$ cat config.mk
export PLATFORM = sky130hd
export DESIGN_NAME = one_wire_bus_master
export DESIGN_NICKNAME = d
export VERILOG_FILES = /design/src/hdl/owb_pkg.sv /design/src/hdl/owb_seq.sv /design/src/hdl/one_wire_bus_master.sv
export SDC_FILE = /design/constraint.sdc
export NUM_CORES = 1
export LEC_CHECK = 0
export ABC_AREA = 1
export ABC_CLOCK_PERIOD_IN_PS = 5200
export BUFFER_PORTS_ARGS = -buffer_cell sky130_fd_sc_hd__clkbuf_2
export CAP_MARGIN = 20
export CELL_PAD_IN_SITES_DETAIL_PLACEMENT = 0
export CELL_PAD_IN_SITES_GLOBAL_PLACEMENT = 1
export CORE_MARGIN = 2
export CORE_UTILIZATION = 30
export DETAILED_ROUTE_END_ITERATION = 12
export PLACE_DENSITY_LB_ADDON = 0.3
export SLEW_MARGIN = 20
export SYNTH_ARGS = -nofsm -noshare
export SYNTH_HDL_FRONTEND = slang
export SYNTH_SLANG_ARGS = --single-unit
$ cat constraint.sdc
create_clock -name clk -period 5.2 [get_ports clk]
set_input_delay 0.52 -clock clk [delete_from_list [all_inputs] [get_ports clk]]
set_output_delay 0.52 -clock clk [all_outputs]
set_load 0.02 [all_outputs]
$ cat src/hdl/owb_pkg.sv
`timescale 1ns / 1ps
// ----------------------------------------------------------------------------
// owb_pkg
// Shared types and constants for the one-wire bus master.
// ----------------------------------------------------------------------------
package owb_pkg;

	// request kinds carried on the slave-side tuser
	localparam logic [1:0] REQ_TICK  = 2'd0;
	localparam logic [1:0] REQ_RESET = 2'd1;
	localparam logic [1:0] REQ_WRITE = 2'd2;
	localparam logic [1:0] REQ_READ  = 2'd3;

	localparam int UsW = 10;
	localparam int ResW = 13;
	localparam int InDataW = 16;
	localparam int OutDataW = 16;

	// one result word
	typedef struct packed {
		logic       rejected;
		logic [7:0] read_data;
		logic       device_present;
		logic       done_res;
		logic       busy_res;
		logic       drive_low;
	} owb_res_t;

	// one input word after the input register
	typedef struct packed {
		logic [1:0] req_type;
		logic [7:0] data_byte;
		logic       line_level;
	} owb_req_t;

endpackage

$ cat src/hdl/owb_seq.sv
`timescale 1ns / 1ps
// ----------------------------------------------------------------------------
// owb_seq
// Bus sequencer: prescaler, slot timer and phase control, one word per step.
// ----------------------------------------------------------------------------
module owb_seq (
	input  logic                      clk,
	input  logic                      arst_n,
	input  logic                      cfg_we,
	input  logic [owb_pkg::UsW-1:0]   cfg_wdata,
	input  logic                      step,
	input  owb_pkg::owb_req_t         req,
	output owb_pkg::owb_res_t         res
);

	// phase codes
	localparam logic [3:0] PH_IDLE        = 4'd0;
	localparam logic [3:0] PH_RST_LOW     = 4'd1;
	localparam logic [3:0] PH_RST_WAIT    = 4'd2;
	localparam logic [3:0] PH_RST_RECOVER = 4'd3;
	localparam logic [3:0] PH_WR_LOW      = 4'd4;
	localparam logic [3:0] PH_WR_HIGH     = 4'd5;
	localparam logic [3:0] PH_RD_LOW      = 4'd6;
	localparam logic [3:0] PH_RD_WAIT     = 4'd7;
	localparam logic [3:0] PH_RD_TAIL     = 4'd8;

	// slot timing in microseconds
	localparam logic [9:0] RESET_LOW_US     = 10'd480;
	localparam logic [9:0] PRESENCE_WAIT_US = 10'd70;
	localparam logic [9:0] RESET_RECOVER_US = 10'd410;
	localparam logic [9:0] ONE_LOW_US       = 10'd6;
	localparam logic [9:0] ONE_HIGH_US      = 10'd64;
	localparam logic [9:0] ZERO_LOW_US      = 10'd60;
	localparam logic [9:0] ZERO_HIGH_US     = 10'd10;
	localparam logic [9:0] READ_LOW_US      = 10'd6;
	localparam logic [9:0] READ_WAIT_US     = 10'd9;
	localparam logic [9:0] READ_TAIL_US     = 10'd55;

	logic [owb_pkg::UsW-1:0] cpm_q;
	logic [3:0]              phase_q, phase_d;
	logic [owb_pkg::UsW-1:0] us_q, us_d;
	logic [owb_pkg::UsW-1:0] pre_q, pre_d;
	logic [2:0]              bit_q, bit_d;
	logic [7:0]              shift_q, shift_d;
	logic                    pres_q, pres_d;
	logic                    done, rej;
	logic [7:0]              rd_out;
	logic [owb_pkg::UsW:0]   pre_inc;
	logic [owb_pkg::UsW-1:0] us_inc;
	logic [9:0]              len;
	logic                    cur_bit;

	// length of the running phase
	always_comb begin
		cur_bit = shift_q[bit_q];
		case (phase_q)
			PH_RST_LOW:     len = RESET_LOW_US;
			PH_RST_WAIT:    len = PRESENCE_WAIT_US;
			PH_RST_RECOVER: len = RESET_RECOVER_US;
			PH_WR_LOW:      len = cur_bit ? ONE_LOW_US : ZERO_LOW_US;
			PH_WR_HIGH:     len = cur_bit ? ONE_HIGH_US : ZERO_HIGH_US;
			PH_RD_LOW:      len = READ_LOW_US;
			PH_RD_WAIT:     len = READ_WAIT_US;
			PH_RD_TAIL:     len = READ_TAIL_US;
			default:        len = 10'd1;
		endcase
	end

	// next state for one word
	always_comb begin
		phase_d = phase_q;
		us_d    = us_q;
		pre_d   = pre_q;
		bit_d   = bit_q;
		shift_d = shift_q;
		pres_d  = pres_q;
		done    = 1'b0;
		rej     = 1'b0;
		rd_out  = 8'd0;
		pre_inc = {1'b0, pre_q} + 11'd1;
		us_inc  = us_q + 10'd1;
		if (step) begin
			if (req.req_type != owb_pkg::REQ_TICK) begin
				if (phase_q != PH_IDLE) begin
					rej = 1'b1;
				end else begin
					us_d  = '0;
					pre_d = '0;
					bit_d = 3'd0;
					case (req.req_type)
						owb_pkg::REQ_RESET: begin
							pres_d  = 1'b0;
							phase_d = PH_RST_LOW;
						end
						owb_pkg::REQ_WRITE: begin
							shift_d = req.data_byte;
							phase_d = PH_WR_LOW;
						end
						default: begin
							shift_d = 8'd0;
							phase_d = PH_RD_LOW;
						end
					endcase
				end
			end else if (phase_q != PH_IDLE) begin
				if (pre_inc >= {1'b0, cpm_q}) begin
					pre_d = '0;
					us_d  = us_inc;
					if (us_inc >= len) begin
						us_d = '0;
						case (phase_q)
							PH_RST_LOW: phase_d = PH_RST_WAIT;
							PH_RST_WAIT: begin
								pres_d  = ~req.line_level;
								phase_d = PH_RST_RECOVER;
							end
							PH_RST_RECOVER: begin
								phase_d = PH_IDLE;
								done    = 1'b1;
							end
							PH_WR_LOW: phase_d = PH_WR_HIGH;
							PH_RD_LOW: phase_d = PH_RD_WAIT;
							PH_RD_WAIT: begin
								if (req.line_level) begin
									shift_d[bit_q] = 1'b1;
								end
								phase_d = PH_RD_TAIL;
							end
							PH_WR_HIGH, PH_RD_TAIL: begin
								if (bit_q == 3'd7) begin
									bit_d   = 3'd0;
									phase_d = PH_IDLE;
									done    = 1'b1;
									if (phase_q == PH_RD_TAIL) begin
										rd_out = shift_q;
									end
								end else begin
									bit_d   = bit_q + 3'd1;
									phase_d = (phase_q == PH_WR_HIGH) ? PH_WR_LOW : PH_RD_LOW;
								end
							end
							default: phase_d = PH_IDLE;
						endcase
					end
				end else begin
					pre_d = pre_inc[owb_pkg::UsW-1:0];
				end
			end
		end
	end

	// result word from the state after this word
	always_comb begin
		res.drive_low      = (phase_d == PH_RST_LOW) || (phase_d == PH_WR_LOW) ||
		                     (phase_d == PH_RD_LOW);
		res.busy_res       = (phase_d != PH_IDLE);
		res.done_res       = done;
		res.device_present = pres_d;
		res.read_data      = rd_out;
		res.rejected       = rej;
	end

	// configuration register
	always_ff @(posedge clk or negedge arst_n) begin
		if (!arst_n) begin
			cpm_q <= 10'd100;
		end else if (cfg_we) begin
			cpm_q <= cfg_wdata;
		end
	end

	// sequencer state
	always_ff @(posedge clk or negedge arst_n) begin
		if (!arst_n) begin
			phase_q <= PH_IDLE;
			us_q    <= '0;
			pre_q   <= '0;
			bit_q   <= 3'd0;
			shift_q <= 8'd0;
			pres_q  <= 1'b0;
		end else begin
			phase_q <= phase_d;
			us_q    <= us_d;
			pre_q   <= pre_d;
			bit_q   <= bit_d;
			shift_q <= shift_d;
			pres_q  <= pres_d;
		end
	end

	// a rejected word leaves the sequence untouched
	assert property (@(posedge clk) disable iff (!arst_n)
		(step && rej) |=> (phase_q == $past(phase_q)) && (bit_q == $past(bit_q)))
		else $error("rejected command changed the sequence");

	// a finished sequence always returns to idle
	assert property (@(posedge clk) disable iff (!arst_n)
		(step && done) |=> (phase_q == PH_IDLE) && (bit_q == 3'd0))
		else $error("sequence ended outside idle");

	// slot index only moves during byte phases
	assert property (@(posedge clk) disable iff (!arst_n)
		(phase_q == PH_IDLE) || (phase_q == PH_RST_LOW) || (phase_q == PH_RST_WAIT) ||
		(phase_q == PH_RST_RECOVER) |-> (bit_q == 3'd0))
		else $error("bit index set outside a byte transfer");

	// prescaler stays cleared while idle
	assert property (@(posedge clk) disable iff (!arst_n)
		(phase_q == PH_IDLE) |-> (pre_q == '0) && (us_q == '0))
		else $error("timers running while idle");

endmodule

$ cat src/hdl/one_wire_bus_master.sv
`timescale 1ns / 1ps
// ----------------------------------------------------------------------------
// one_wire_bus_master
// One-wire bus master: reset/presence, byte write and byte read slots.
// ----------------------------------------------------------------------------
// Usage:
//   Slave side takes one word per cycle when not stalled: tuser carries the
//   request kind (tick, reset pulse, write byte, read byte), tdata the byte
//   to send and the sampled line level. Ticks advance a prescaler of cfg_wdata
//   ticks per microsecond; the bus timing counts in those microseconds.
//   Master side returns exactly one result word per accepted word: drive
//   level for the open-drain pad, busy, done, presence, read byte, and a
//   reject flag for a command sent while a sequence runs.
//   Each word is held in an input register, the sequencer settles the
//   next state in one pass, and the result lands in a two-entry output
//   queue. Throughput is one word per cycle while the queue has room, set
//   by the single-pass sequencer step.
//   When the receiver stalls, the queue absorbs results and s_axis_tready
//   drops once the queue and input register are full; nothing is lost.
//   Reset clears the sequencer to idle, the prescale register to 100 and
//   empties both the input register and the queue.
//   Write cfg_we only while the block is idle with no words in flight.
// ----------------------------------------------------------------------------
module one_wire_bus_master (
	input  logic                           clk,
	input  logic                           arst_n,
	input  logic                           cfg_we,
	input  logic [owb_pkg::UsW-1:0]        cfg_wdata,
	input  logic                           s_axis_tvalid,
	output logic                           s_axis_tready,
	// data_byte[7:0], line_level[8], zero fill
	input  logic [owb_pkg::InDataW-1:0]    s_axis_tdata,
	// req_type[1:0]
	input  logic [1:0]                     s_axis_tuser,
	output logic                           m_axis_tvalid,
	input  logic                           m_axis_tready,
	// drive_low[0], busy_res[1], done_res[2], device_present[3],
	// read_data[11:4], rejected[12], zero fill
	output logic [owb_pkg::OutDataW-1:0]   m_axis_tdata
);

	logic              valid_s1;
	owb_pkg::owb_req_t req_s1;
	logic              fire_s1;
	owb_pkg::owb_res_t res;
	owb_pkg::owb_res_t queue_q [2];
	logic              wr_ptr_q, rd_ptr_q;
	logic [1:0]        count_q;
	logic              pop;

	// input register advances when the queue has room
	assign fire_s1       = valid_s1 && (count_q != 2'd2);
	assign s_axis_tready = !valid_s1 || fire_s1;
	assign pop           = m_axis_tvalid && m_axis_tready;

	always_ff @(posedge clk or negedge arst_n) begin
		if (!arst_n) begin
			valid_s1 <= 1'b0;
		end else if (s_axis_tready) begin
			valid_s1 <= s_axis_tvalid;
		end
	end

	always_ff @(posedge clk) begin
		if (s_axis_tready && s_axis_tvalid) begin
			req_s1.req_type   <= s_axis_tuser;
			req_s1.data_byte  <= s_axis_tdata[7:0];
			req_s1.line_level <= s_axis_tdata[8];
		end
	end

	// sequencer step
	owb_seq u_seq (
		.clk       (clk),
		.arst_n    (arst_n),
		.cfg_we    (cfg_we),
		.cfg_wdata (cfg_wdata),
		.step      (fire_s1),
		.req       (req_s1),
		.res       (res)
	);

	// output queue pointers
	always_ff @(posedge clk or negedge arst_n) begin
		if (!arst_n) begin
			wr_ptr_q <= 1'b0;
			rd_ptr_q <= 1'b0;
			count_q  <= 2'd0;
		end else begin
			if (fire_s1) begin
				wr_ptr_q <= ~wr_ptr_q;
			end
			if (pop) begin
				rd_ptr_q <= ~rd_ptr_q;
			end
			count_q <= count_q + {1'b0, fire_s1} - {1'b0, pop};
		end
	end

	// output queue storage
	always_ff @(posedge clk) begin
		if (fire_s1) begin
			queue_q[wr_ptr_q] <= res;
		end
	end

	assign m_axis_tvalid = (count_q != 2'd0);
	assign m_axis_tdata  = {{(owb_pkg::OutDataW - owb_pkg::ResW){1'b0}}, queue_q[rd_ptr_q]};

	// queue never over- or underflows
	assert property (@(posedge clk) disable iff (!arst_n)
		(count_q != 2'd3))
		else $error("output queue count out of range");

	// a stored result is not dropped while the receiver stalls
	assert property (@(posedge clk) disable iff (!arst_n)
		(m_axis_tvalid && !m_axis_tready) |=> m_axis_tvalid)
		else $error("pending result vanished");

	// a full queue holds the input register
	assert property (@(posedge clk) disable iff (!arst_n)
		(count_q == 2'd2) |-> !fire_s1)
		else $error("push into full queue");

endmodule

* Word level (Yosys, flattened, before mapping) *
Memories as Yosys holds them, arrays and structs flattened.
Index checks and enable logic that the tools add are counted.

storage, ports and cells
  bits in registers = 62
  memory bits (writable) = 26
  bits of input ports = 33
  logic and storage cells = 136
  memories = 1

operators by class
  $add $sub $neg = 5
  order comparisons = 4
  equality and inequality tests = 17
  muxes and demuxes = 68
  bitwise operators = 4
  reduce and logical (&&, ||, !) cells = 23

memories
  name     depth  bits a word  read ports  clocked after Yosys merged registers in  wr ports  line                       text
  queue_q  2      13           1           0                                        1         one_wire_bus_master.sv:46  owb_pkg::owb_res_t queue_q [2];

operators by type and width
  cell                     count
  $mux W8                  15
  $mux W10                 8
  $pmux W10 S8             1
  $mux W4                  7
  $eq A4 B3 Y1 const B     6
  $pmux W4 S6              1
  $mux W1                  21
  $mux W3                  7
  $pmux W8 S2              1
  $reduce_bool A2 Y1       8
  $add A10 B1 Y11 const B  1
  $ge A11 B10 Y1           1
  $add A10 B1 Y10 const B  1
  $ge A10 B10 Y1           1
  $eq A4 B1 Y1 const B     2
  $eq A4 B2 Y1 const B     2
  $or A8 B8 Y8             1
  $reduce_and A8 Y1        1
  $reduce_bool A4 Y1       2
  $mux W7                  1
  $mux W6                  1
  $pmux W3 S2              1
  $reduce_and A6 Y1        1
  $eq A4 B4 Y1 const B     1
  21 further kinds         29

* Logic depth before layout (Yosys ltp) *
Gate-level depths: netlist (run 1).

  depth after elaboration = 13
  mapped depth = 26
  mapped depth without buffers = 26

* Modules after synthesis *
Synthesis (run 1) repeated with hierarchy kept, for this count alone.

unflattened totals
  cells, all modules = 596
  area total of the unflattened synthesis = 5006.1 µm²

by module, submodules not included
  module               times used  cells an instance  area an instance (µm²)
  owb_seq              1           476                3432.0
  one_wire_bus_master  1           120                1574.0

* Worst setup path after synthesis (run 1) *
OpenSTA, ideal clock, no wires.

  path kind = register to register
  from = reg u_seq.phase_q[0]
  to = mem queue_q[0][1] (netlist name), data pin
  arrival = 2.598 ns
  path slack = 2.335 ns
  stages on the path, launching flop included = 23
  buffers on the path = 1
  clock period less this slack = 2.865 ns
  cell sequence = dfrtp_1 -> inv_1 -> nand2_1 -> nor3_2 -> inv_1 -> clkbuf_1 -> nand3_1 -> inv_1 -> ha_1 -> nand2_1 -> inv_1 -> a21oi_1 -> nand2_1 -> nand2_1 -> nand2_1 -> nand2_1 -> nand2_4 -> nand2_4 -> nand2_1 -> nand3_1 -> nand2_1 -> a21oi_2 -> nand3b_1

RTL lines
  item                      line                       text
  start: declaration        owb_seq.sv:40              logic [3:0] phase_q, phase_d;
  start signal: assignment  owb_seq.sv:182             phase_q <= phase_d;
  end: declaration          one_wire_bus_master.sv:46

==> results.json, run 1 <==
{
  "power_density_nw_per_um2": 464,
  "yosysWarnings": 0,
  "p_leak_nw": 2.77,
  "overflow": 0,
  "crit_chain": "clkinv_1 > nand2_1 > nor3_2 > inv_1 > o21ai_0 > a2111oi_0 > ha_1 > nand2_1 > nand2_1 > nand2_1 > nand2_1 > nand2_1 > nand2_1 > nand2_1 > nand2_4 > nand2_4 > inv_1 > a31oi_1 > o21ai_0 > a21oi_1",
  "clk_pin_slew_worst_paths_ns": 0.07,
  "rsz0062_at_grt": "no",
  "drc": 0,
  "layout.cells.non_filler": 868,
  "post-dp-hpwl_um": 8290,
  "core.rowCount": 47,
  "pwr-share-comb_pct": 37.4,
  "clock_latency_ns": 0.35,
  "drt_pass1_iterations": 4,
  "initial_utilization_pct": 30.5,
  "coreArea_um2": 16500,
  "port_buffers": 40,
  "antenna_found_initial": 0,
  "finalMaxSlewViolations": 0,
  "antenna_cells": 0,
  "cts_sinks": 88,
  "numCtsBuffers": 9,
  "synth_top_area_share_pct": 23.8,
  "critPathLaunchType": "flop",
  "synth_area_leader_cell": "dfrtp_1",
  "track_usage_pct": 13.3,
  "area_growth_pct": 14.1,
  "crit_path_frequent_cell": "nand2_1",
  "slew_headroom_pct": 33.1,
  "via_count": 3877,
  "cpPeakStageDelay_ns": 0.39,
  "crit_type": "reg -> reg",
  "top_usage_layer": "met2",
  "ctsResizeCount": 0,
  "period_share_pct": 67.6,
  "synth_most_common_cell": "nand2_1",
  "place_area_um2": 5450,
  "wirelength_um": 11100,
  "synth_edf_count": 37,
  "dieArea_um2": 17800,
  "dpl.cell_count": 852,
  "ys_seq_elements": 88,
  "crit_path_max_fanout": 12,
  "ys_async_sr_fraction_pct": 58.0,
  "power.total_mw": 2.66,
  "stdcell_area_um2": 5750,
  "crit_path_top_delay_cell": "a2111oi_0",
  "status": "completed",
  "post_cts_buffers": 0,
  "use_met1_pct": 17.9,
  "ys.flop_type": "dfrtp_1",
  "grt_start_max_net_pins": 52,
  "worstPathRequired_ns": 5.35,
  "hold_viol": 0,
  "routedWlPerCell_um": 12.8,
  "ios": 51,
  "maxCapViolCount": 0,
  "max_freq_ghz": 0.285,
  "hold_path.class": "in -> async",
  "critPathArrivalTime_ns": 3.66,
  "grt_pass1_vias": 3811,
  "place_ws_ns": 1.72,
  "synth_cell_types": 43,
  "met3_usage_pct": 2.82,
  "p_sw_share_pct": 41.6,
  "gp_routability_congestion": 0.864,
  "end_kind": "flop",
  "p_switching_mw": 1.11,
  "synth_cells": 605,
  "ctsHoldBuffers": 0,
  "nets": 707,
  "syn_area_per_cell_um2": 8.33,
  "max_slew.worst_pin.slew_ns": 0.997,
  "fp.dieW_um": 134,
  "cts-root-buf": "clkbuf_16",
  "ctsLongestPathBuffers": 2,
  "cts_tree": "done",
  "met2_usage_pct": 21.0,
  "setup_violations": 0,
  "holdWs_ns": 0.295,
  "seq_power_share_pct": 38.2,
  "peakVddDrop_mv": 0.207,
  "seq_area_frac_synth_pct": 47.5,
  "synthTopCellsByArea": "dfrtp_1 (24%), edfxtp_1 (22%), nand2_1 (13%)",
  "fin_crit_ns": 3.51,
  "synth_common_cells": "nand2_1 (173), inv_1 (90), dfrtp_1 (48)",
  "cts.htree.levels": 3,
  "fin_tns_setup_ns": 0,
  "drtIter0Drc": 213,
  "ant_nets": 0,
  "syn_area_um2": 5040,
  "finClkSkew_ns": 0.00986,
  "intPower_mw": 1.56,
  "viasPerCell": 4.47,
  "layout-drive-gt1-share_pct": 13.1,
  "floorplan.die.height_um": 134,
  "final_util_pct": 34.8,
  "p_clk_share_pct": 24.4,
  "grt_pass1_wl_um": 18600,
  "worst_slack_ns": 1.69
}
logic make-up after synthesis:
kind of cell | synth area share [%]
simple gates | 24.8
buf+inv | 8.67
compound gates | 9.02
other cells | 0.0744
flops | 47.5
xor+xnor | 2.09
mux | 0.224
fa+ha+maj | 7.70
path summary, 6_finish.rpt:
kind	startpoint	endpoint	slack [ns]	cells past startpoint
setup reg to reg	u_seq.phase_q[1]	queue_q[1][3]	1.69	20
hold / removal	arst_n	u_seq.us_q[2]	0.30	2
max in group asynchronous	arst_n	u_seq.bit_q[0]	4.45	2
setup / recovery	u_seq.phase_q[1]	queue_q[1][3]	1.69	20
min in group clk	s_axis_tdata[1]	req_s1[2]	0.34	1
hold reg to reg	u_seq.cpm_q[5]	u_seq.cpm_q[5]	0.50	2
cells in the final DEF (no fill, tap or decap), drive strengths merged, types with 4 or more instances in the layout:
| cell | instances |
|---|---|
| nor2 | 37 |
| clkbuf | 49 |
| nand3 | 38 |
| a31oi | 4 |
| nor3 | 25 |
| dfrtp | 48 |
| nand2 | 176 |
| edfxtp | 37 |
| a21oi | 15 |
| o21ai | 51 |
| xor2 | 9 |
| inv | 95 |
| ha | 31 |
| clkinv | 4 |
| o31ai | 5 |
flip-flops by register name (all words and copies together), names as in the netlist:
| signal | flops |
|---|---|
| u_seq.cpm_q | 10 |
| valid_s1 | 1 |
| u_seq.phase_q | 4 |
| u_seq.shift_q | 8 |
| u_seq.us_q | 10 |
| rd_ptr_q | 1 |
| count_q | 2 |
| queue_q | 26 |
| u_seq.pre_q | 10 |
| wr_ptr_q | 1 |
| u_seq.pres_q | 1 |
| req_s1 | 11 |
| u_seq.bit_q | 3 |
cell type report:
type	instances	area, µm²
clock buffers	9	225
clock inverters	7	70.1
flip-flops and latches	88	2390
repair buffers	42	215
fillers	1738	10800
multi-input cells	409	2220
inverters	93	349
well taps	220	275
worst max-delay path: cells and delay by family (launching register included):
family,cells,cell delay (ns)
and+or+nand+nor,11,0.99
DFF,1,0.35
adders and majority gates,1,0.31
buffers and inverters,3,0.59
AOI/OAI and AO/OA,5,1.05
power by group through the flow:
stage | Combinational [mW] | Sequential [mW] | Clock, mW
floorplan | 0.751 | 0.989 | 0
global placement | 0.983 | 1.03 | 0
detailed placement | 1.00 | 1.03 | 0
CTS | 1.01 | 1.02 | 0.668
global route | 1.14 | 1.04 | 0.699
finish | 0.996 | 1.02 | 0.649
metal layers:
metal	share of wire [%]	up-vias
met2	45	66
met5	0	-
met4	1.6	0
li1	-	2037
met1	50	1764
met3	3.3	10
No activity file was read; power rests on OpenSTA's default activity.
==> run 2, diff against run 1 <==
--- a/config.mk
+++ b/config.mk
@@ -5,8 +5,8 @@
 export SDC_FILE = /design/constraint.sdc
 export NUM_CORES = 1
 export LEC_CHECK = 0
-export ABC_AREA = 1
-export ABC_CLOCK_PERIOD_IN_PS = 5200
+export ABC_AREA = 0
+export ABC_CLOCK_PERIOD_IN_PS = 2800
 export BUFFER_PORTS_ARGS = -buffer_cell sky130_fd_sc_hd__clkbuf_2
 export CAP_MARGIN = 20
 export CELL_PAD_IN_SITES_DETAIL_PLACEMENT = 0
==> constraint.sdc (replaced) <==
create_clock -name clk -period 2.8 [get_ports clk]
set_input_delay 0.28 -clock clk [delete_from_list [all_inputs] [get_ports clk]]
set_output_delay 0.28 -clock clk [all_outputs]
set_load 0.02 [all_outputs]
==> run 2 against run 1 <==
  * The run now ends with negative setup slack left
  * Register-to-register slack lost 2.8 ns
  * Final cell count fell by 4.8%
  * Flip-flop and latch count did not move
  * Clock skew shrank 0.0022 ns
  * Hold slack got worse by 0.23 ns
  * Clock power is 80% higher
  * Final area rose by 19%
  * Count of clock-buffer cells in the layout unchanged
==> results.json, run 2 <==
{
  "status": "finished with violations",
  "violations": "negative setup slack",
  "synth_common_cells": "nand2_1 (58), dfrtp_1 (48), o21ai_0 (41)",
  "top_regs": "queue_q: 26 flops, req_s1: 11 flops",
  "met3_length_um": 470,
  "ant_nets": 0,
  "ctsLongestPathBuffers": 2,
  "viasPerCell": 4.72,
  "yosysWarnings": 0,
  "power_density_nw_per_um2": 668,
  "hold_viol": 0,
  "synth_cell_types": 60,
  "largest_reg_flops": 26,
  "nets": 669,
  "grt_start_max_net_pins": 36,
  "drc": 0,
  "synthTopCellsByArea": "dfrtp_1 (25%), edfxtp_1 (23%), ha_1 (8.0%)",
  "port_buffers": 40,
  "synth_top_area_share_pct": 24.8,
  "max_freq_ghz": 0.255,
  "critPathArrivalTime_ns": 4.01,
  "maxCapViolCount": 0,
  "routedWlPerCell_um": 14.6,
  "place_area_um2": 5930,
  "worst_slack_ns": -1.12,
  "crit_type": "reg -> reg",
  "finClkSkew_ns": 0.00767,
  "fillers": 1492,
  "antenna_cells": 0,
  "synth_area_leader_cell": "dfrtp_1",
  "setup_violations": 60,
  "hold_path.class": "in -> async",
  "met1_length_um": 5480,
  "holdWs_ns": 0.0691,
  "critPathTopFamily": "simple AND/OR/NAND/NOR gates",
  "antenna_found_initial": 0,
  "drtIter0Drc": 212,
  "peakVddDrop_mv": 0.348,
  "largest_register": "queue_q",
  "ys.flop_type": "dfrtp_1",
  "layout-drive-gt1-share_pct": 43.0,
  "clock_latency_ns": 0.35,
  "initial_utilization_pct": 30.6,
  "post-dp-hpwl_um": 8540,
  "crit_path_top_delay_cell": "or4_4",
  "track_usage_pct": 14.6,
  "cts_tree": "done",
  "max_slew.worst_pin.slew_ns": 0.945,
  "period_share_pct": 140,
  "synth_most_common_cell": "nand2_1",
  "wl_met2_um": 5910,
  "cts-root-buf": "clkbuf_16",
  "cpPeakStageDelay_ns": 0.52,
  "ys_async_sr_fraction_pct": 58.0,
  "cts_sinks": 88,
  "ios": 51,
  "stdcell_area_um2": 6850,
  "fp.dieW_um": 131,
  "coreArea_um2": 15800,
  "area_growth_pct": 41.7,
  "dpl.cell_count": 789,
  "crit_chain": "nand2b_4 > mux4_2 > o21a_4 > nand2_4 > nand2_2 > o21ai_2 > nand2b_1 > ha_1 > and3_1 > nand3_2 > o221ai_4 > nor2_4 > or3_4 > buf_6 > mux2_4 > or4_4",
  "worstPathRequired_ns": 2.89,
  "final_util_pct": 43.3,
  "floorplan.die.height_um": 131,
  "cts.htree.levels": 3,
  "slew_headroom_pct": 37.0,
  "dieArea_um2": 17200,
  "end_kind": "flop",
  "drt_pass1_iterations": 4,
  "ctsHoldBuffers": 0,
  "ys_seq_elements": 88,
  "rsz0062_at_grt": "yes",
  "syn_area_per_cell_um2": 10.5,
  "core.rowCount": 46,
  "grt_pass1_wl_um": 19100,
  "layout.cells.non_filler": 826,
  "p_leak_nw": 3.07,
  "numCtsBuffers": 9,
  "critPathLaunchType": "flop",
  "crit_path_max_fanout": 5,
  "overflow": 0,
  "grt_pass1_vias": 3880,
  "synth_cells": 462,
  "final_cell_mix": "buf_4 (91), nand2_1 (53), dfrtp_1 (47)",
  "layout_commonest_cell": "buf_4",
  "top_layer_used": "met4",
  "finalMaxSlewViolations": 0,
  "clk_pin_slew_worst_paths_ns": 0.07,
  "via_count": 3900,
  "fin_crit_ns": 3.92,
  "syn_area_um2": 4840,
  "synth_edf_count": 37,
  "seq_area_frac_synth_pct": 49.4,
  "worst-path-buf-inv": 1,
  "gp_routability_congestion": 0.842,
  "wirelength_um": 12100
}
==> run 2: cell types whose count changed after synthesis, moves of 6 or more <==
cell | before | now
mux2_2 | 1 | 14
nand2_1 | 173 | 58
a21oi_1 | 14 | 23
o21ai_0 | 47 | 41
inv_1 | 90 | 26
nor3_1 | 22 | 12
and2_1 | 0 | 11
xnor2_1 | 3 | 12
nor2_1 | 31 | 19
a22o_1 | 0 | 7
nand2b_1 | 0 | 11
and3_1 | 0 | 10
nand3_1 | 34 | 12
==> run 2: metrics by stage <==
step	setup TNS (ns)	power (mW)	worst slack, ns
2_1_floorplan	-21.22	2.62	-1.03
3_3_place_gp	-33.78	3.18	-1.08
3_5_place_dp	-37.40	3.21	-1.15
4_1_cts	-34.75	4.53	-1.13
5_1_grt	-43.90	4.85	-1.23
6_report	-35.19	4.58	-1.12
==> run 2: per-layer routing <==
layer / track usage, % / up-vias
met2: 23.8 / 71
met1: 18.8 / 1880
met5: 0 / -
li1: - / 1933
met3: 3.46 / 16
met4: 5.69 / 0
==> run 2: cells by family (layout without fill, tap and decap cells) <==
group	count (synthesis)	count (layout)	share of synthesized area [%]
other	1	3	0.0775
buffers and inverters	46	192	4.53
muxes	20	20	4.86
AOI/OAI and AO/OA	102	102	13.2
DFF	88	88	49.4
and+or+nand+nor	153	153	16.0
xor gates and xnor gates	21	21	3.80
adders and majority gates	31	31	8.02
==> run 2: path summary, 6_finish.rpt <==
check,from,slack [ns],endpoint,cells after the start
max reg2reg,u_seq.bit_q[1],-1.12,queue_q[0][1],16
max,u_seq.bit_q[1],-1.12,queue_q[0][1],16
min reg2reg,wr_ptr_q,0.49,wr_ptr_q,1
max in group asynchronous,arst_n,1.93,u_seq.bit_q[1],2
min in group clk,s_axis_tdata[8],0.10,req_s1[0],1
min,arst_n,0.07,u_seq.cpm_q[3],1
==> run 2: power breakdown <==
| part | internal [mW] | switching, mW |
|---|---|---|
| combinational | 0.742 | 0.881 |
| clock | 0.618 | 0.550 |
| sequential | 1.63 | 0.156 |
==> run 2: repair_timing <==
action                                  CTS  global route
endpoints found under the setup margin   60            60
gates resized for setup                  69            47
cloned                                    1             0
pin swaps                                27            25
buffers inserted                         15            12
==> run 2: area by class of cell <==
| type | instances | area [µm²] | share of cell area, % |
|---|---|---|---|
| tap | 216 | 270 | 3.94 |
| multi-input combinational | 330 | 2680 | 39.0 |
| clock inverter | 7 | 63.8 | 0.931 |
| inverter | 26 | 97.6 | 1.42 |
| timing repair buffer | 150 | 1130 | 16.5 |
| sequential | 88 | 2390 | 34.9 |
| clock buffer | 9 | 225 | 3.29 |
==> run 3, diff against run 2 <==
--- a/config.mk
+++ b/config.mk
@@ -15,7 +15,7 @@
 export CORE_UTILIZATION = 30
 export DETAILED_ROUTE_END_ITERATION = 12
 export PLACE_DENSITY_LB_ADDON = 0.3
-export SLEW_MARGIN = 20
+export SETUP_SLACK_MARGIN = 0.15
 export SYNTH_ARGS = -nofsm -noshare
 export SYNTH_HDL_FRONTEND = slang
 export SYNTH_SLANG_ARGS = --single-unit
==> run 3 against run 2 <==
  * The flow still finishes with violations (negative setup slack)
  * Flip-flop and latch count unchanged
  * Final cell count shrank 0.48%
  * Utilization decreased by 0.75 points
  * Via count down 1.5%
  * Largest power group unchanged
  * Count of clock-buffer cells in the layout increased by 1
  * Maximum frequency up 1.8%
  * Sequential power hardly changed
  * Largest cell class unchanged
  * Sequential share of layout area grew 0.60 points
==> results.json, run 3 (synthesis results as in run 2) <==
{
  "overflow": 0,
  "ant_nets": 0,
  "ctsHoldBuffers": 0,
  "max_slew.worst_pin.slew_ns": 0.711,
  "intPower_mw": 3.06,
  "layout_commonest_cell": "buf_4",
  "drc": 0,
  "routedWlPerCell_um": 14.6,
  "crit_type": "reg -> reg",
  "grt_pass1_vias": 4013,
  "via_count": 3842,
  "cts_sinks": 88,
  "top_regs": "queue_q: 26 flops, req_s1: 11 flops",
  "finalMaxSlewViolations": 0,
  "p_clk_share_pct": 26.9,
  "p_leak_nw": 3.06,
  "peakVddDrop_mv": 0.384,
  "fin_crit_ns": 3.85,
  "clk_pin_slew_worst_paths_ns": 0.07,
  "finClkSkew_ns": 0.00988,
  "ctsLongestPathBuffers": 2,
  "grt_pass1_wl_um": 19700,
  "crit_chain": "nand2b_1 > mux4_2 > o21a_4 > nand2_4 > o21ai_2 > o211ai_1 > ha_1 > and3_4 > a221oi_4 > o221ai_4 > nor2_4 > or3_4 > buf_6 > mux2_4 > or4_4",
  "antenna_found_initial": 0,
  "p_sw_share_pct": 33.7,
  "slew_headroom_pct": 52.6,
  "r2r_slack_ns": -1.05,
  "numCtsBuffers": 9,
  "viasPerCell": 4.67,
  "power_density_nw_per_um2": 685,
  "coreArea_um2": 15800,
  "final_util_pct": 42.6,
  "hold_viol": 0,
  "maxCapViolCount": 0,
  "core.rowCount": 46,
  "nets": 665,
  "largest_register": "queue_q",
  "crit_path_top_delay_cell": "or4_4",
  "max_freq_ghz": 0.260,
  "rsz0062_at_grt": "yes",
  "crit_path_max_fanout": 5,
  "antenna_cells": 0,
  "pwr-share-comb_pct": 34.5,
  "status": "finished with violations",
  "seq_power_share_pct": 38.6,
  "worst-path-buf-inv": 1,
  "cpPeakStageDelay_ns": 0.52,
  "ios": 51,
  "port_buffers": 40,
  "critPathArrivalTime_ns": 3.93,
  "setup_violations": 59,
  "clock_latency_ns": 0.35,
  "floorplan.die.height_um": 131,
  "grt_start_max_net_pins": 52,
  "cts.htree.levels": 3,
  "area_growth_pct": 39.3,
  "end_kind": "flop",
  "track_usage_pct": 14.8,
  "drtIter0Drc": 235,
  "violations": "negative setup slack",
  "initial_utilization_pct": 30.6,
  "worstPathRequired_ns": 2.89,
  "fp.dieW_um": 131,
  "worst_slack_ns": -1.05,
  "drt_pass1_iterations": 4,
  "holdWs_ns": 0.0610,
  "dieArea_um2": 17200,
  "largest_reg_flops": 26,
  "layout-drive-gt1-share_pct": 40.1,
  "p_switching_mw": 1.55,
  "hold_path.class": "in -> async",
  "fillers": 1539,
  "wirelength_um": 12000,
  "gp_routability_congestion": 0.889,
  "critPathTopFamily": "simple AND/OR/NAND/NOR gates",
  "period_share_pct": 137,
  "post-dp-hpwl_um": 8490,
  "cts-root-buf": "clkbuf_16",
  "final_cell_mix": "buf_4 (92), nand2_1 (54), dfrtp_1 (48)",
  "critPathLaunchType": "flop",
  "cts_tree": "done"
}
[run 3: cell types whose count changed in the layout (fill, tap and decap cells not counted), moves of 2 or more]
cell,before,now
o21ai_2,15,10
buf_12,1,3
buf_6,15,10
o21ai_0,18,21
nor2_1,16,18
o21ai_1,7,10
[run 3: timing repair]
action | in CTS | in global routing
gates resized for setup | 74 | 12
cloned | 0 | 0
pin swaps | 36 | 9
setup buffers | 16 | 1
endpoints found under the setup margin | 60 | 60
[run 3: final cells by class]
class / count / area, µm² / area share [%]
timing repair buffer: 146 / 1080 / 16.0
tap: 216 / 270 / 4.01
inverter: 26 / 97.6 / 1.45
sequential: 88 / 2390 / 35.5
clock buffer: 10 / 229 / 3.40
clock inverter: 6 / 73.8 / 1.10
multi-input combinational: 330 / 2590 / 38.5
[run 3: final timing paths]
path / start / endpoint / cells past startpoint
worst max-delay path: u_seq.bit_q[1] / queue_q[0][1] / 15
worst min-delay path: arst_n / u_seq.cpm_q[3] / 2
worst max register to register: u_seq.bit_q[1] / queue_q[0][1] / 15
worst min register to register: wr_ptr_q / wr_ptr_q / 1
max in group asynchronous: arst_n / u_seq.shift_q[3] / 2
min in group clk: s_axis_tdata[2] / req_s1[3] / 1
[run 3: per-stage QoR]
| step | power (mW) | setup WS (ns) | instance area [µm²] | setup TNS [ns] | std cells |
|---|---|---|---|---|---|
| 2_1_floorplan | 2.63 | -1.03 | 4940 | -21.22 | 464 |
| 3_3_place_gp | 3.20 | -1.08 | 5930 | -32.40 | 789 |
| 3_5_place_dp | 3.22 | -1.15 | 5930 | -36.69 | 789 |
| 4_1_cts | 4.63 | -1.06 | 6660 | -36.01 | 821 |
| 5_1_grt | 4.89 | -1.19 | 6740 | -45.12 | 822 |
| 6_report | 4.62 | -1.05 | 6740 | -35.14 | 822 |
[run 3: worst reg2reg max path, delay by kind of cell, from the launching register on]
| kind | cells | cell delay [ns] |
|---|---|---|
| compound gates | 5 | 0.87 |
| fa+ha+maj | 1 | 0.27 |
| buf+inv | 1 | 0.09 |
| flops | 1 | 0.44 |
| mux | 2 | 0.77 |
| simple gates | 6 | 1.16 |
[run 3: power groups by stage]
stage | logic, mW | clock network [mW] | registers (mW)
after CTS | 1.57 | 1.28 | 1.78
after global placement | 1.40 | 0 | 1.80
final | 1.59 | 1.24 | 1.78
after detailed placement | 1.41 | 0 | 1.81
after floorplan | 0.867 | 0 | 1.76
after global routing | 1.75 | 1.33 | 1.81
[run 3: per-layer routing]
layer / up-vias / track usage, % / wire (µm) / share of wire (%)
met5: - / 0 / 0 / 0
met4: 0 / 4.82 / 78 / 0.65
met3: 4 / 2.89 / 371 / 3.1
met2: 47 / 24.2 / 5900 / 49
met1: 1864 / 19.8 / 5650 / 47
li1: 1927 / - / - / -
